--- src/hw/rtl/modbus_coil_server_core_macros.svh ---
// ----------------------------------------------------------------------------
// Assertion macros for the coil server core
// Concurrent checks sampled on clk and disabled while rst_n is low.
// Define ASSERT_OFF to compile them away.
// ----------------------------------------------------------------------------
`ifndef MODBUS_COIL_SERVER_CORE_MACROS_SVH
`define MODBUS_COIL_SERVER_CORE_MACROS_SVH

`ifndef ASSERT_OFF

// The condition must hold at every sampled edge.
`define ASSERT_ALWAYS(label, cond) \
    label: assert property (@(posedge clk) disable iff (!rst_n) (cond)) \
        else $error("invariant check failed");

// The consequent must hold in the same cycle as the antecedent.
`define ASSERT_IMPL(label, ante, cons) \
    label: assert property (@(posedge clk) disable iff (!rst_n) (ante) |-> (cons)) \
        else $error("same-cycle implication check failed");

// The consequent must hold in the cycle after the antecedent.
`define ASSERT_NEXT(label, ante, cons) \
    label: assert property (@(posedge clk) disable iff (!rst_n) (ante) |=> (cons)) \
        else $error("next-cycle implication check failed");

`else

`define ASSERT_ALWAYS(label, cond)
`define ASSERT_IMPL(label, ante, cons)
`define ASSERT_NEXT(label, ante, cons)

`endif

`endif

--- src/hw/rtl/mcs_pkg.sv ---
// ----------------------------------------------------------------------------
// mcs_pkg
// Shared types, codes and sizing constants for the coil server core.
// ----------------------------------------------------------------------------
`timescale 1ns / 1ps
`default_nettype none

package mcs_pkg;

    // Coil store sizing. The store is kept as rows of eight coils.
    localparam int COIL_COUNT     = 256;
    localparam int ROW_BITS       = 8;
    localparam int ROW_COUNT      = COIL_COUNT / ROW_BITS;
    localparam int ROW_AW         = (ROW_COUNT > 1) ? $clog2(ROW_COUNT) : 1;
    localparam int ROW_CW         = ROW_AW + 1;

    // A read gives at most 32 data bytes.
    localparam int MAX_READ_COILS = 256;
    localparam int QTY_W          = $clog2(MAX_READ_COILS + 1);
    localparam int NBYTE_W        = 6;

    // Command queue between the front and the back end.
    localparam int QUEUE_DEPTH    = 2;
    localparam int QPTR_W         = (QUEUE_DEPTH > 1) ? $clog2(QUEUE_DEPTH) : 1;
    localparam int QCNT_W         = $clog2(QUEUE_DEPTH + 1);

    // Request operation codes.
    localparam logic OP_READ  = 1'b0;
    localparam logic OP_WRITE = 1'b1;

    // Response status codes.
    localparam logic [1:0] ST_READ_DATA  = 2'd0;
    localparam logic [1:0] ST_WRITE_DONE = 2'd1;
    localparam logic [1:0] ST_FAILED     = 2'd2;

    // Response function codes.
    localparam logic [2:0] FC_NONE  = 3'd0;
    localparam logic [2:0] FC_READ  = 3'd1;
    localparam logic [2:0] FC_WRITE = 3'd5;

    // Fixed header lengths.
    localparam logic [15:0] FAIL_LENGTH      = 16'd2;
    localparam logic [15:0] READ_LENGTH_BASE = 16'd3;

    // High byte of a write value that switches a coil on.
    localparam logic [7:0] COIL_ON_BYTE = 8'hFF;

    typedef enum logic [1:0] {
        CMD_READ,
        CMD_WRITE,
        CMD_FAIL
    } cmd_kind_t;

    typedef enum logic [2:0] {
        BK_IDLE,
        BK_WR_RD,
        BK_WR_WB,
        BK_RESP,
        BK_RD_PRIME,
        BK_RD_FETCH,
        BK_RD_EMIT
    } back_state_t;

    typedef struct packed {
        logic        operation;
        logic [15:0] transaction_id;
        logic [7:0]  unit_id;
        logic [15:0] request_length;
        logic [15:0] coil_address;
        logic [15:0] coil_quantity;
        logic [15:0] coil_value;
    } req_t;

    typedef struct packed {
        logic [1:0]  status;
        logic [15:0] echo_transaction;
        logic [7:0]  echo_unit;
        logic [2:0]  function_code;
        logic [15:0] frame_length;
        logic [5:0]  byte_total;
        logic [7:0]  coil_byte;
        logic [15:0] echo_address;
        logic [15:0] echo_value;
        logic        last;
    } rsp_t;

    // Classified request as it travels from the front to the back end.
    typedef struct packed {
        cmd_kind_t          kind;
        logic [15:0]        transaction_id;
        logic [7:0]         unit_id;
        logic [15:0]        request_length;
        logic [15:0]        coil_address;
        logic [15:0]        coil_value;
        logic               in_range;
        logic [QTY_W-1:0]   quantity;
        logic [NBYTE_W-1:0] data_bytes;
    } cmd_t;

endpackage

`default_nettype wire

--- src/hw/rtl/modbus_coil_server_core.sv ---
// ---------------------------------------------------------------------------
// modbus_coil_server_core: write-single-coil / read-coils server
// The back-end sequencer finishes each command before it takes the next one.
// Reset: rst_n clears control state and marks every coil row off; no clearing pass.
// ---------------------------------------------------------------------------
`timescale 1ns / 1ps
`default_nettype none
`include "modbus_coil_server_core_macros.svh"

// The core is split into three parts. The front end classifies each request
// beat as it arrives: it checks the start address, the quantity and the end
// of the range against the store size and works out the number of data
// bytes a read returns. The classified command goes into a two-entry queue,
// so a new request can be taken while the back end is still busy.
//
// The back end is a sequencer over the coil store, which is held as rows of
// eight coils in a RAM with a registered read. A per-row valid bit, cleared
// by reset, makes a row that was never written read as all coils off. A
// write does a read-modify-write of one row. A read walks consecutive rows
// and forms each data byte from the current and the previous row, shifted
// by the bit offset of the start address and masked past the last coil, so
// a read streams one byte per cycle while the response side takes them.
//
// Results leave through a response register, so the sequencer keeps working
// while a finished beat waits for rsp_ready.

module modbus_coil_server_core (
    input  wire logic          clk,
    input  wire logic          rst_n,
    input  wire logic          req_valid,
    output logic               req_ready,
    input  wire mcs_pkg::req_t req,
    output logic               rsp_valid,
    input  wire logic          rsp_ready,
    output mcs_pkg::rsp_t      rsp
);
    import mcs_pkg::*;

    logic push_valid;
    logic push_ready;
    cmd_t push_cmd;
    logic pop_valid;
    logic pop_ready;
    cmd_t pop_cmd;

    // Beat classes and header terms used by the checks below.
    logic read_beat;
    logic other_beat;
    logic read_len_ok;
    logic no_data;

    mcs_front u_front (
        .req_valid  (req_valid),
        .req_ready  (req_ready),
        .req        (req),
        .push_valid (push_valid),
        .push_ready (push_ready),
        .push_cmd   (push_cmd)
    );

    mcs_cmd_queue u_queue (
        .clk        (clk),
        .rst_n      (rst_n),
        .push_valid (push_valid),
        .push_ready (push_ready),
        .push_cmd   (push_cmd),
        .pop_valid  (pop_valid),
        .pop_ready  (pop_ready),
        .pop_cmd    (pop_cmd)
    );

    mcs_back u_back (
        .clk       (clk),
        .rst_n     (rst_n),
        .cmd_valid (pop_valid),
        .cmd_ready (pop_ready),
        .cmd       (pop_cmd),
        .rsp_valid (rsp_valid),
        .rsp_ready (rsp_ready),
        .rsp       (rsp)
    );

    assign read_beat   = rsp_valid && (rsp.status == ST_READ_DATA);
    assign other_beat  = rsp_valid && (rsp.status != ST_READ_DATA);
    assign read_len_ok = (rsp.frame_length == READ_LENGTH_BASE + 16'(rsp.byte_total))
                      && (rsp.byte_total != 6'd0);
    assign no_data     = (rsp.byte_total == 6'd0) && (rsp.coil_byte == 8'd0);

    // A failure or write response is always the only beat of its request.
    `ASSERT_IMPL(a_single_beat_last, other_beat, rsp.last)

    // Read data beats carry a consistent header length and a nonzero count.
    `ASSERT_IMPL(a_read_length, read_beat, read_len_ok)

    // Only read beats carry coil data.
    `ASSERT_IMPL(a_no_data_outside_read, other_beat, no_data)

    // The front end never offers a command the queue cannot take while
    // accepting a request.
    `ASSERT_ALWAYS(a_accept_has_room, !(req_valid && req_ready) || push_ready)

endmodule

`default_nettype wire

--- src/hw/rtl/mcs_ram.sv ---
// ----------------------------------------------------------------------------
// mcs_ram
// Generic single-port RAM with a registered read that holds between reads.
// ----------------------------------------------------------------------------
`timescale 1ns / 1ps
`default_nettype none

module mcs_ram #(
    parameter int WIDTH = 8,
    parameter int DEPTH = 32
) (
    input  wire logic                                      clk,
    input  wire logic                                      we,
    input  wire logic                                      re,
    input  wire logic [((DEPTH > 1) ? $clog2(DEPTH) : 1)-1:0] addr,
    input  wire logic [WIDTH-1:0]                          wdata,
    output logic      [WIDTH-1:0]                          rdata
);

    logic [WIDTH-1:0] mem [DEPTH];

    always_ff @(posedge clk)
    begin
        if (we)
        begin
            mem[addr] <= wdata;
        end
        if (re)
        begin
            rdata <= mem[addr];
        end
    end

endmodule

`default_nettype wire

--- src/hw/rtl/mcs_front.sv ---
// ----------------------------------------------------------------------------
// mcs_front
// Request classifier: range checks, byte count and command build.
// ----------------------------------------------------------------------------
`timescale 1ns / 1ps
`default_nettype none

module mcs_front (
    input  wire logic          req_valid,
    output logic               req_ready,
    input  wire mcs_pkg::req_t req,
    output logic               push_valid,
    input  wire logic          push_ready,
    output mcs_pkg::cmd_t      push_cmd
);
    import mcs_pkg::*;

    logic [16:0] addr_ext;
    logic [16:0] qty_ext;
    logic [16:0] end_ext;
    logic [16:0] qty_round;
    logic        addr_ok;
    logic        read_bad;

    assign req_ready  = push_ready;
    assign push_valid = req_valid;

    always_comb
    begin
        addr_ext  = {1'b0, req.coil_address};
        qty_ext   = {1'b0, req.coil_quantity};
        end_ext   = addr_ext + qty_ext;
        qty_round = qty_ext + 17'd7;

        addr_ok  = addr_ext < 17'(COIL_COUNT);
        read_bad = !addr_ok
                || (req.coil_quantity == 16'd0)
                || (qty_ext > 17'(MAX_READ_COILS))
                || (end_ext > 17'(COIL_COUNT));

        push_cmd.transaction_id = req.transaction_id;
        push_cmd.unit_id        = req.unit_id;
        push_cmd.request_length = req.request_length;
        push_cmd.coil_address   = req.coil_address;
        push_cmd.coil_value     = req.coil_value;
        push_cmd.in_range       = addr_ok;
        push_cmd.quantity       = QTY_W'(req.coil_quantity);
        push_cmd.data_bytes     = NBYTE_W'(qty_round >> 3);

        if (req.operation == OP_WRITE)
        begin
            push_cmd.kind = CMD_WRITE;
        end
        else if (read_bad)
        begin
            push_cmd.kind = CMD_FAIL;
        end
        else
        begin
            push_cmd.kind = CMD_READ;
        end
    end

endmodule

`default_nettype wire

--- src/hw/rtl/mcs_cmd_queue.sv ---
// ----------------------------------------------------------------------------
// mcs_cmd_queue
// Short FIFO of classified commands between the front and the back end.
// ----------------------------------------------------------------------------
`timescale 1ns / 1ps
`default_nettype none

module mcs_cmd_queue (
    input  wire logic          clk,
    input  wire logic          rst_n,
    input  wire logic          push_valid,
    output logic               push_ready,
    input  wire mcs_pkg::cmd_t push_cmd,
    output logic               pop_valid,
    input  wire logic          pop_ready,
    output mcs_pkg::cmd_t      pop_cmd
);
    import mcs_pkg::*;

    cmd_t              slot_reg [QUEUE_DEPTH];
    logic [QPTR_W-1:0] wr_ptr_reg;
    logic [QPTR_W-1:0] wr_ptr_next;
    logic [QPTR_W-1:0] rd_ptr_reg;
    logic [QPTR_W-1:0] rd_ptr_next;
    logic [QCNT_W-1:0] count_reg;
    logic [QCNT_W-1:0] count_next;
    logic              do_push;
    logic              do_pop;

    assign push_ready = count_reg != QCNT_W'(QUEUE_DEPTH);
    assign pop_valid  = count_reg != '0;
    assign pop_cmd    = slot_reg[rd_ptr_reg];
    assign do_push    = push_valid && push_ready;
    assign do_pop     = pop_valid && pop_ready;

    always_comb
    begin
        wr_ptr_next = wr_ptr_reg;
        rd_ptr_next = rd_ptr_reg;
        count_next  = count_reg;
        if (do_push)
        begin
            wr_ptr_next = (wr_ptr_reg == QPTR_W'(QUEUE_DEPTH - 1)) ? '0
                                                                   : wr_ptr_reg + 1'b1;
        end
        if (do_pop)
        begin
            rd_ptr_next = (rd_ptr_reg == QPTR_W'(QUEUE_DEPTH - 1)) ? '0
                                                                   : rd_ptr_reg + 1'b1;
        end
        if (do_push && !do_pop)
        begin
            count_next = count_reg + 1'b1;
        end
        else if (do_pop && !do_push)
        begin
            count_next = count_reg - 1'b1;
        end
    end

    always_ff @(posedge clk or negedge rst_n)
    begin
        if (!rst_n)
        begin
            wr_ptr_reg <= '0;
            rd_ptr_reg <= '0;
            count_reg  <= '0;
        end
        else
        begin
            wr_ptr_reg <= wr_ptr_next;
            rd_ptr_reg <= rd_ptr_next;
            count_reg  <= count_next;
        end
    end

    always_ff @(posedge clk)
    begin
        if (do_push)
        begin
            slot_reg[wr_ptr_reg] <= push_cmd;
        end
    end

endmodule

`default_nettype wire

--- src/hw/rtl/mcs_back.sv ---
// ----------------------------------------------------------------------------
// mcs_back
// Command sequencer: coil store access, byte packing and response register.
// ----------------------------------------------------------------------------
`timescale 1ns / 1ps
`default_nettype none

module mcs_back (
    input  wire logic          clk,
    input  wire logic          rst_n,
    input  wire logic          cmd_valid,
    output logic               cmd_ready,
    input  wire mcs_pkg::cmd_t cmd,
    output logic               rsp_valid,
    input  wire logic          rsp_ready,
    output mcs_pkg::rsp_t      rsp
);
    import mcs_pkg::*;

    back_state_t          state_reg;
    back_state_t          state_next;
    cmd_t                 cur_reg;
    cmd_t                 cur_next;
    logic [ROW_CW-1:0]    row_reg;
    logic [ROW_CW-1:0]    row_next;
    logic [QTY_W-1:0]     rem_reg;
    logic [QTY_W-1:0]     rem_next;
    logic [ROW_BITS-1:0]  prev_reg;
    logic [ROW_BITS-1:0]  prev_next;
    logic                 rd_ok_reg;
    logic                 rd_ok_next;
    logic [ROW_COUNT-1:0] row_valid_reg;
    logic [ROW_COUNT-1:0] row_valid_next;
    logic                 rsp_valid_reg;
    logic                 rsp_valid_next;
    rsp_t                 rsp_reg;
    rsp_t                 rsp_next;

    logic                 ram_we;
    logic                 ram_re;
    logic [ROW_AW-1:0]    ram_addr;
    logic [ROW_BITS-1:0]  ram_wdata;
    logic [ROW_BITS-1:0]  ram_rdata;

    logic                 rsp_free;
    logic                 row_in_range;
    logic [ROW_BITS-1:0]  row_data;
    logic [15:0]          window;
    logic [ROW_BITS-1:0]  byte_mask;
    logic [ROW_BITS-1:0]  packed_byte;
    logic                 last_byte;
    logic                 issue;
    logic [ROW_CW-1:0]    cmd_row;
    logic [15:0]          addr_shift;
    logic                 coil_on;

    mcs_ram #(
        .WIDTH (ROW_BITS),
        .DEPTH (ROW_COUNT)
    ) u_store (
        .clk   (clk),
        .we    (ram_we),
        .re    (ram_re),
        .addr  (ram_addr),
        .wdata (ram_wdata),
        .rdata (ram_rdata)
    );

    assign rsp_valid = rsp_valid_reg;
    assign rsp       = rsp_reg;
    assign rsp_free  = !rsp_valid_reg || rsp_ready;

    // Datapath terms shared by the control blocks.
    always_comb
    begin
        addr_shift   = cmd.coil_address >> 3;
        cmd_row      = ROW_CW'(addr_shift);
        row_in_range = row_reg < ROW_CW'(ROW_COUNT);
        row_data     = rd_ok_reg ? ram_rdata : '0;
        window       = {row_data, prev_reg} >> cur_reg.coil_address[2:0];
        byte_mask    = (rem_reg >= QTY_W'(ROW_BITS)) ? '1
                                                     : ~(8'hFF << rem_reg[2:0]);
        packed_byte  = window[7:0] & byte_mask;
        last_byte    = rem_reg <= QTY_W'(ROW_BITS);
        coil_on      = cur_reg.coil_value[15:8] == COIL_ON_BYTE;
    end

    // Next state.
    always_comb
    begin
        state_next = state_reg;
        unique case (state_reg)
            BK_IDLE:
            begin
                if (cmd_valid)
                begin
                    unique case (cmd.kind)
                        CMD_WRITE: state_next = BK_WR_RD;
                        CMD_READ:  state_next = BK_RD_PRIME;
                        default:   state_next = BK_RESP;
                    endcase
                end
            end
            BK_WR_RD:    state_next = BK_WR_WB;
            BK_WR_WB:    state_next = BK_RESP;
            BK_RESP:
            begin
                if (rsp_free)
                begin
                    state_next = BK_IDLE;
                end
            end
            BK_RD_PRIME: state_next = BK_RD_FETCH;
            BK_RD_FETCH: state_next = BK_RD_EMIT;
            BK_RD_EMIT:
            begin
                if (rsp_free && last_byte)
                begin
                    state_next = BK_IDLE;
                end
            end
            default:     state_next = BK_IDLE;
        endcase
    end

    // Outputs and datapath updates.
    always_comb
    begin
        cmd_ready      = 1'b0;
        cur_next       = cur_reg;
        row_next       = row_reg;
        rem_next       = rem_reg;
        prev_next      = prev_reg;
        row_valid_next = row_valid_reg;
        rsp_next       = rsp_reg;
        rsp_valid_next = rsp_valid_reg && !rsp_ready;
        issue          = 1'b0;
        ram_we         = 1'b0;
        ram_wdata      = row_data;

        unique case (state_reg)
            BK_IDLE:
            begin
                cmd_ready = 1'b1;
                if (cmd_valid)
                begin
                    cur_next = cmd;
                    row_next = cmd_row;
                    rem_next = cmd.quantity;
                end
            end
            BK_WR_RD:
            begin
                issue = 1'b1;
            end
            BK_WR_WB:
            begin
                ram_wdata = row_data;
                ram_wdata[cur_reg.coil_address[2:0]] = coil_on;
                if (cur_reg.in_range)
                begin
                    ram_we = 1'b1;
                    row_valid_next[row_reg[ROW_AW-1:0]] = 1'b1;
                end
            end
            BK_RESP:
            begin
                if (rsp_free)
                begin
                    rsp_valid_next            = 1'b1;
                    rsp_next.echo_transaction = cur_reg.transaction_id;
                    rsp_next.echo_unit        = cur_reg.unit_id;
                    rsp_next.byte_total       = '0;
                    rsp_next.coil_byte        = '0;
                    rsp_next.last             = 1'b1;
                    if (cur_reg.kind == CMD_WRITE)
                    begin
                        rsp_next.status        = ST_WRITE_DONE;
                        rsp_next.function_code = FC_WRITE;
                        rsp_next.frame_length  = cur_reg.request_length;
                        rsp_next.echo_address  = cur_reg.coil_address;
                        rsp_next.echo_value    = cur_reg.coil_value;
                    end
                    else
                    begin
                        rsp_next.status        = ST_FAILED;
                        rsp_next.function_code = FC_NONE;
                        rsp_next.frame_length  = FAIL_LENGTH;
                        rsp_next.echo_address  = '0;
                        rsp_next.echo_value    = '0;
                    end
                end
            end
            BK_RD_PRIME:
            begin
                issue    = 1'b1;
                row_next = row_reg + 1'b1;
            end
            BK_RD_FETCH:
            begin
                prev_next = row_data;
                issue     = 1'b1;
                row_next  = row_reg + 1'b1;
            end
            BK_RD_EMIT:
            begin
                if (rsp_free)
                begin
                    rsp_valid_next            = 1'b1;
                    rsp_next.status           = ST_READ_DATA;
                    rsp_next.echo_transaction = cur_reg.transaction_id;
                    rsp_next.echo_unit        = cur_reg.unit_id;
                    rsp_next.function_code    = FC_READ;
                    rsp_next.frame_length     = READ_LENGTH_BASE
                                              + 16'(cur_reg.data_bytes);
                    rsp_next.byte_total       = cur_reg.data_bytes;
                    rsp_next.coil_byte        = packed_byte;
                    rsp_next.echo_address     = '0;
                    rsp_next.echo_value       = '0;
                    rsp_next.last             = last_byte;
                    prev_next                 = row_data;
                    if (!last_byte)
                    begin
                        rem_next = rem_reg - QTY_W'(ROW_BITS);
                        issue    = 1'b1;
                        row_next = row_reg + 1'b1;
                    end
                end
            end
            default:
            begin
                cmd_ready = 1'b0;
            end
        endcase

        // A row past the end of the store reads as all coils off.
        ram_re     = issue && row_in_range;
        ram_addr   = row_reg[ROW_AW-1:0];
        rd_ok_next = issue ? (row_in_range && row_valid_reg[row_reg[ROW_AW-1:0]])
                           : rd_ok_reg;
    end

    always_ff @(posedge clk or negedge rst_n)
    begin
        if (!rst_n)
        begin
            state_reg     <= BK_IDLE;
            rsp_valid_reg <= 1'b0;
            row_valid_reg <= '0;
            rd_ok_reg     <= 1'b0;
        end
        else
        begin
            state_reg     <= state_next;
            rsp_valid_reg <= rsp_valid_next;
            row_valid_reg <= row_valid_next;
            rd_ok_reg     <= rd_ok_next;
        end
    end

    always_ff @(posedge clk)
    begin
        cur_reg  <= cur_next;
        row_reg  <= row_next;
        rem_reg  <= rem_next;
        prev_reg <= prev_next;
        rsp_reg  <= rsp_next;
    end

endmodule

`default_nettype wire

--- config.mk ---
export PLATFORM = sky130hd
export DESIGN_NAME = modbus_coil_server_core
export DESIGN_NICKNAME = d
export VERILOG_FILES = /design/src/hw/rtl/mcs_pkg.sv /design/src/hw/rtl/modbus_coil_server_core.sv /design/src/hw/rtl/mcs_ram.sv /design/src/hw/rtl/mcs_front.sv /design/src/hw/rtl/mcs_cmd_queue.sv /design/src/hw/rtl/mcs_back.sv
export VERILOG_INCLUDE_DIRS = /design/src /design/src/hw/rtl
export SDC_FILE = /design/constraint.sdc
export NUM_CORES = 1
export LEC_CHECK = 0
export BUFFER_PORTS_ARGS = -buffer_cell sky130_fd_sc_hd__buf_2
export CAP_MARGIN = 20
export CORE_MARGIN = 2
export CORE_UTILIZATION = 55
export DETAILED_ROUTE_END_ITERATION = 8
export PLACE_DENSITY_LB_ADDON = 0.05
export SYNTH_ARGS = -nofsm -noshare
export SYNTH_HDL_FRONTEND = slang
export SYNTH_HIERARCHICAL = 1
export SYNTH_SLANG_ARGS = --single-unit
--- constraint.sdc ---
create_clock -name clk -period 5.5 [get_ports clk]
set_input_delay 1.1 -clock clk [delete_from_list [all_inputs] [get_ports clk]]
set_output_delay 1.1 -clock clk [all_outputs]
set_load 0.05 [all_outputs]
==> flow_metrics.tcl <==
set metrics [dict create \
    num_vias 14800 \
    tns_ns 0 \
    fin_nets 1949 \
    yosys.area_share.xor_xnor_pct 0.8952 \
    gp_congestion 0.8487 \
    startpoint_type "flop" \
    grtUsageTotal_pct 21.95 \
    multiInputGateArea_mm2 0.006990 \
    cts_tree "done" \
    fill_cells 3771 \
    finClkSkew_ns 0.02262 \
    p_leak_nw 11.75 \
    holdBufCountCts 0 \
    largest_reg_flops 256 \
    post-route-period-util_pct 56.46 \
    cp.arrival_ns 3.40 \
    synth-simple-area-share_pct 6.504 \
    timing.final.crit_period_ns 3.105 \
    dp_hpwl_um 37430 \
    clock_latency_ns 0.60 \
    rsz0062_at_grt "false" \
    cts-root-buf "clkbuf_16" \
    dieWidth_um 231.1 \
    avgSynthCellArea_um2 16.53 \
    boundaryPins 187 \
    fin_cells 2561 \
    cts_setup_buffers 0 \
    grt_pass1_vias 14890 \
    path_clk_slew_ns 0.06 \
    setup_viol 0 \
    synth_most_common_cell "edfxtp_1" \
    final_antenna_net_count 0 \
    syn_area_mm2 0.02837 \
    max_cap_violations 0 \
    hp-class "primary input to asynchronous set/reset pin" \
    seq_area_mm2 0.02019 \
    synthArstFlopShare_pct 6.038 \
    syn-instance-count 1716 \
    die_area_mm2 0.05342 \
    grt-ovfl-total 0 \
    wl_per_cell_um 22.55 \
    synth_common_cells "edfxtp_1 (638), mux2i_1 (145), mux2_4 (89), buf_4 (87)" \
    cts_resized 0 \
    ys_types 80 \
    io_buffers 185 \
    drive_above_1_share_pct 24.36 \
    ys_ff_latch 679 \
    worstSetupPathType "flop to flop" \
    path_max_fanout 72 \
    slew_viol_final 0 \
    synth_edf_count 638 \
    numCtsBuffers 70 \
    synth_compound_area_share_pct 5.040 \
    slowest_delay_ns 0.80 \
    post-synth-top-area-fraction_pct 67.52 \
    synth_warnings 6 \
    ctsHtreeMaxLevel 3 \
    via_per_inst 5.779 \
    die_height_um 231.1 \
    ys_seq_area_share_pct 71.14 \
    p_per_area_mw_per_mm2 574.4 \
    synth_top_family_by_area "multiplexers" \
    initial_core_util_pct 55.42 \
    critPathRequiredTime_ns 5.80 \
    end_kind "flop" \
    max_freq_mhz 322.0 \
    worst_pin_slew_ns 1.034 \
    wl_um 57760 \
    regToRegSetupSlack_ns 2.39 \
    crit_chain "buf_12 > buf_4 > mux2i_1 > o22ai_1 > nor4_1 > nand2_1" \
    drc 0 \
    drt_iter0_drc 983 \
    status "complete, no violations" \
    synthAdderAreaFrac_pct 1.085 \
    slowest_stage "nor4_1" \
    syn_nets 1833 \
    synthMuxAreaShare_pct 10.86 \
    synthTopCellsByArea "edfxtp_1 (68%), mux2i_1 (5.1%), mux2_4 (4.7%), dfrtp_1 (3.6%), buf_4 (2.3%)" \
    synthToLayoutAreaGrowth_pct 11.22 \
    coreArea_mm2 0.05120 \
    cts_num_sinks 679 \
    vdd_drop_max_uv 299.8 \
    ys.flop_type "edfxtp_1" \
    yosysTopAreaCell "edfxtp_1" \
    clockBufferDepth 3 \
    grt_pass1_wl_um 88210 \
    hold_violations 0 \
    dr.pass1.iters 5 \
    grt_start_max_net_pins 78 \
    place_inst 2438 \
    antenna_found_initial 3 \
    relSlewSlack_pct 30.53 \
    rows 83 \
]
## cells by family (layout without fill, tap and decap cells)
logic type	count (synthesis)	count (layout)
DFF	679	679
and+or+nand+nor	331	331
muxes	252	252
AOI/OAI and AO/OA	210	210
buffers and inverters	190	354
xor gates and xnor gates	29	29
adders and majority gates	24	24
other	1	2
## report_power, final
group | switching (mW) | total [mW] | leakage (nW) | internal [mW]
Sequential | 0.554 | 7.85 | 6.49 | 7.30
Combinational | 3.75 | 5.62 | 4.18 | 1.87
Clock | 1.86 | 4.66 | 1.09 | 2.79
Total | 6.17 | 18.1 | 11.8 | 12.0
## area by class of cell
| type | instances | area share (%) |
|---|---|---|
| Sequential cell | 679 | 63.97 |
| Multi-Input combinational cell | 847 | 22.15 |
| Clock buffer | 90 | 5.856 |
| Timing Repair Buffer | 214 | 3.822 |
| Tap cell | 680 | 2.696 |
| Clock inverter | 30 | 1.257 |
| Inverter | 20 | 0.2379 |
| Antenna cell | 1 | 0.007930 |
## through the flow
stage	utilization (%)	hold WS, ns	setup slack [ns]	power, mW	cell area, um2
finish	61.64	0.3262	2.395	18.13	31560
global route	61.64	0.3083	2.295	18.93	31560
CTS	61.56	0.4185	2.402	18.31	31520
detailed placement	57.17	0.4045	1.936	13.60	29270
global placement	57.14	0.4016	1.922	13.51	29260
floorplan	-	0.4003	0.01838	12.19	28380
## layout by cell type, fill, tap and decap left out, drive strengths merged, types with 6 or more instances in the layout
cell type,Yosys,final
mux2,99,99
xnor2,15,15
bufinv,0,9
mux2i,145,145
clkinv,0,18
inv,20,22
a2111oi,6,6
xor2,14,14
nand3,23,23
edfxtp,638,638
nand4b,6,6
a21oi,23,23
a31oi,7,7
o21ai,32,32
ha,23,23
nand2,63,63
nand3b,8,8
nor2,71,71
nand4bb,6,6
nor4,23,23
buf,130,214
mux4,8,8
clkbuf,40,90
and2,19,19
nor3,20,20
o21bai,21,21
a21o,16,16
o22ai,70,70
nand4,6,6
and3,47,47
dfrtp,41,41
## critical path: cells and delay by family (launching register included)
| family | cells | cell delay [ns] |
|---|---|---|
| simple gates | 2 | 0.92 |
| flops | 1 | 0.39 |
| buf+inv | 2 | 1.02 |
| compound gates | 1 | 0.12 |
| mux | 1 | 0.28 |
## layer usage
metal / routed length, um / global-route usage [%] / up-vias
met5: 12 / 0 / -
met4: 1031 / 6.371 / 2
met1: 24330 / 29.37 / 7502
met3: 3429 / 4.122 / 79
met2: 28960 / 36.88 / 422
li1: - / - / 6794
## final timing paths
path	start	to	cells after the start
min in group clk	u_back/cur_reg[69]	u_back/rsp[71]	0
hold reg to reg	u_back/cur_reg[69]	u_back/rsp[71]	0
hold / removal	rst_n	u_queue/count_reg[0]	1
setup / recovery	u_back/row_reg[1]	u_back/u_store/rdata[5]	6
setup reg to reg	u_back/row_reg[1]	u_back/u_store/rdata[5]	6
max in group asynchronous	rst_n	u_back/row_valid_reg[26]	2
(Power assumes the default switching activity.)
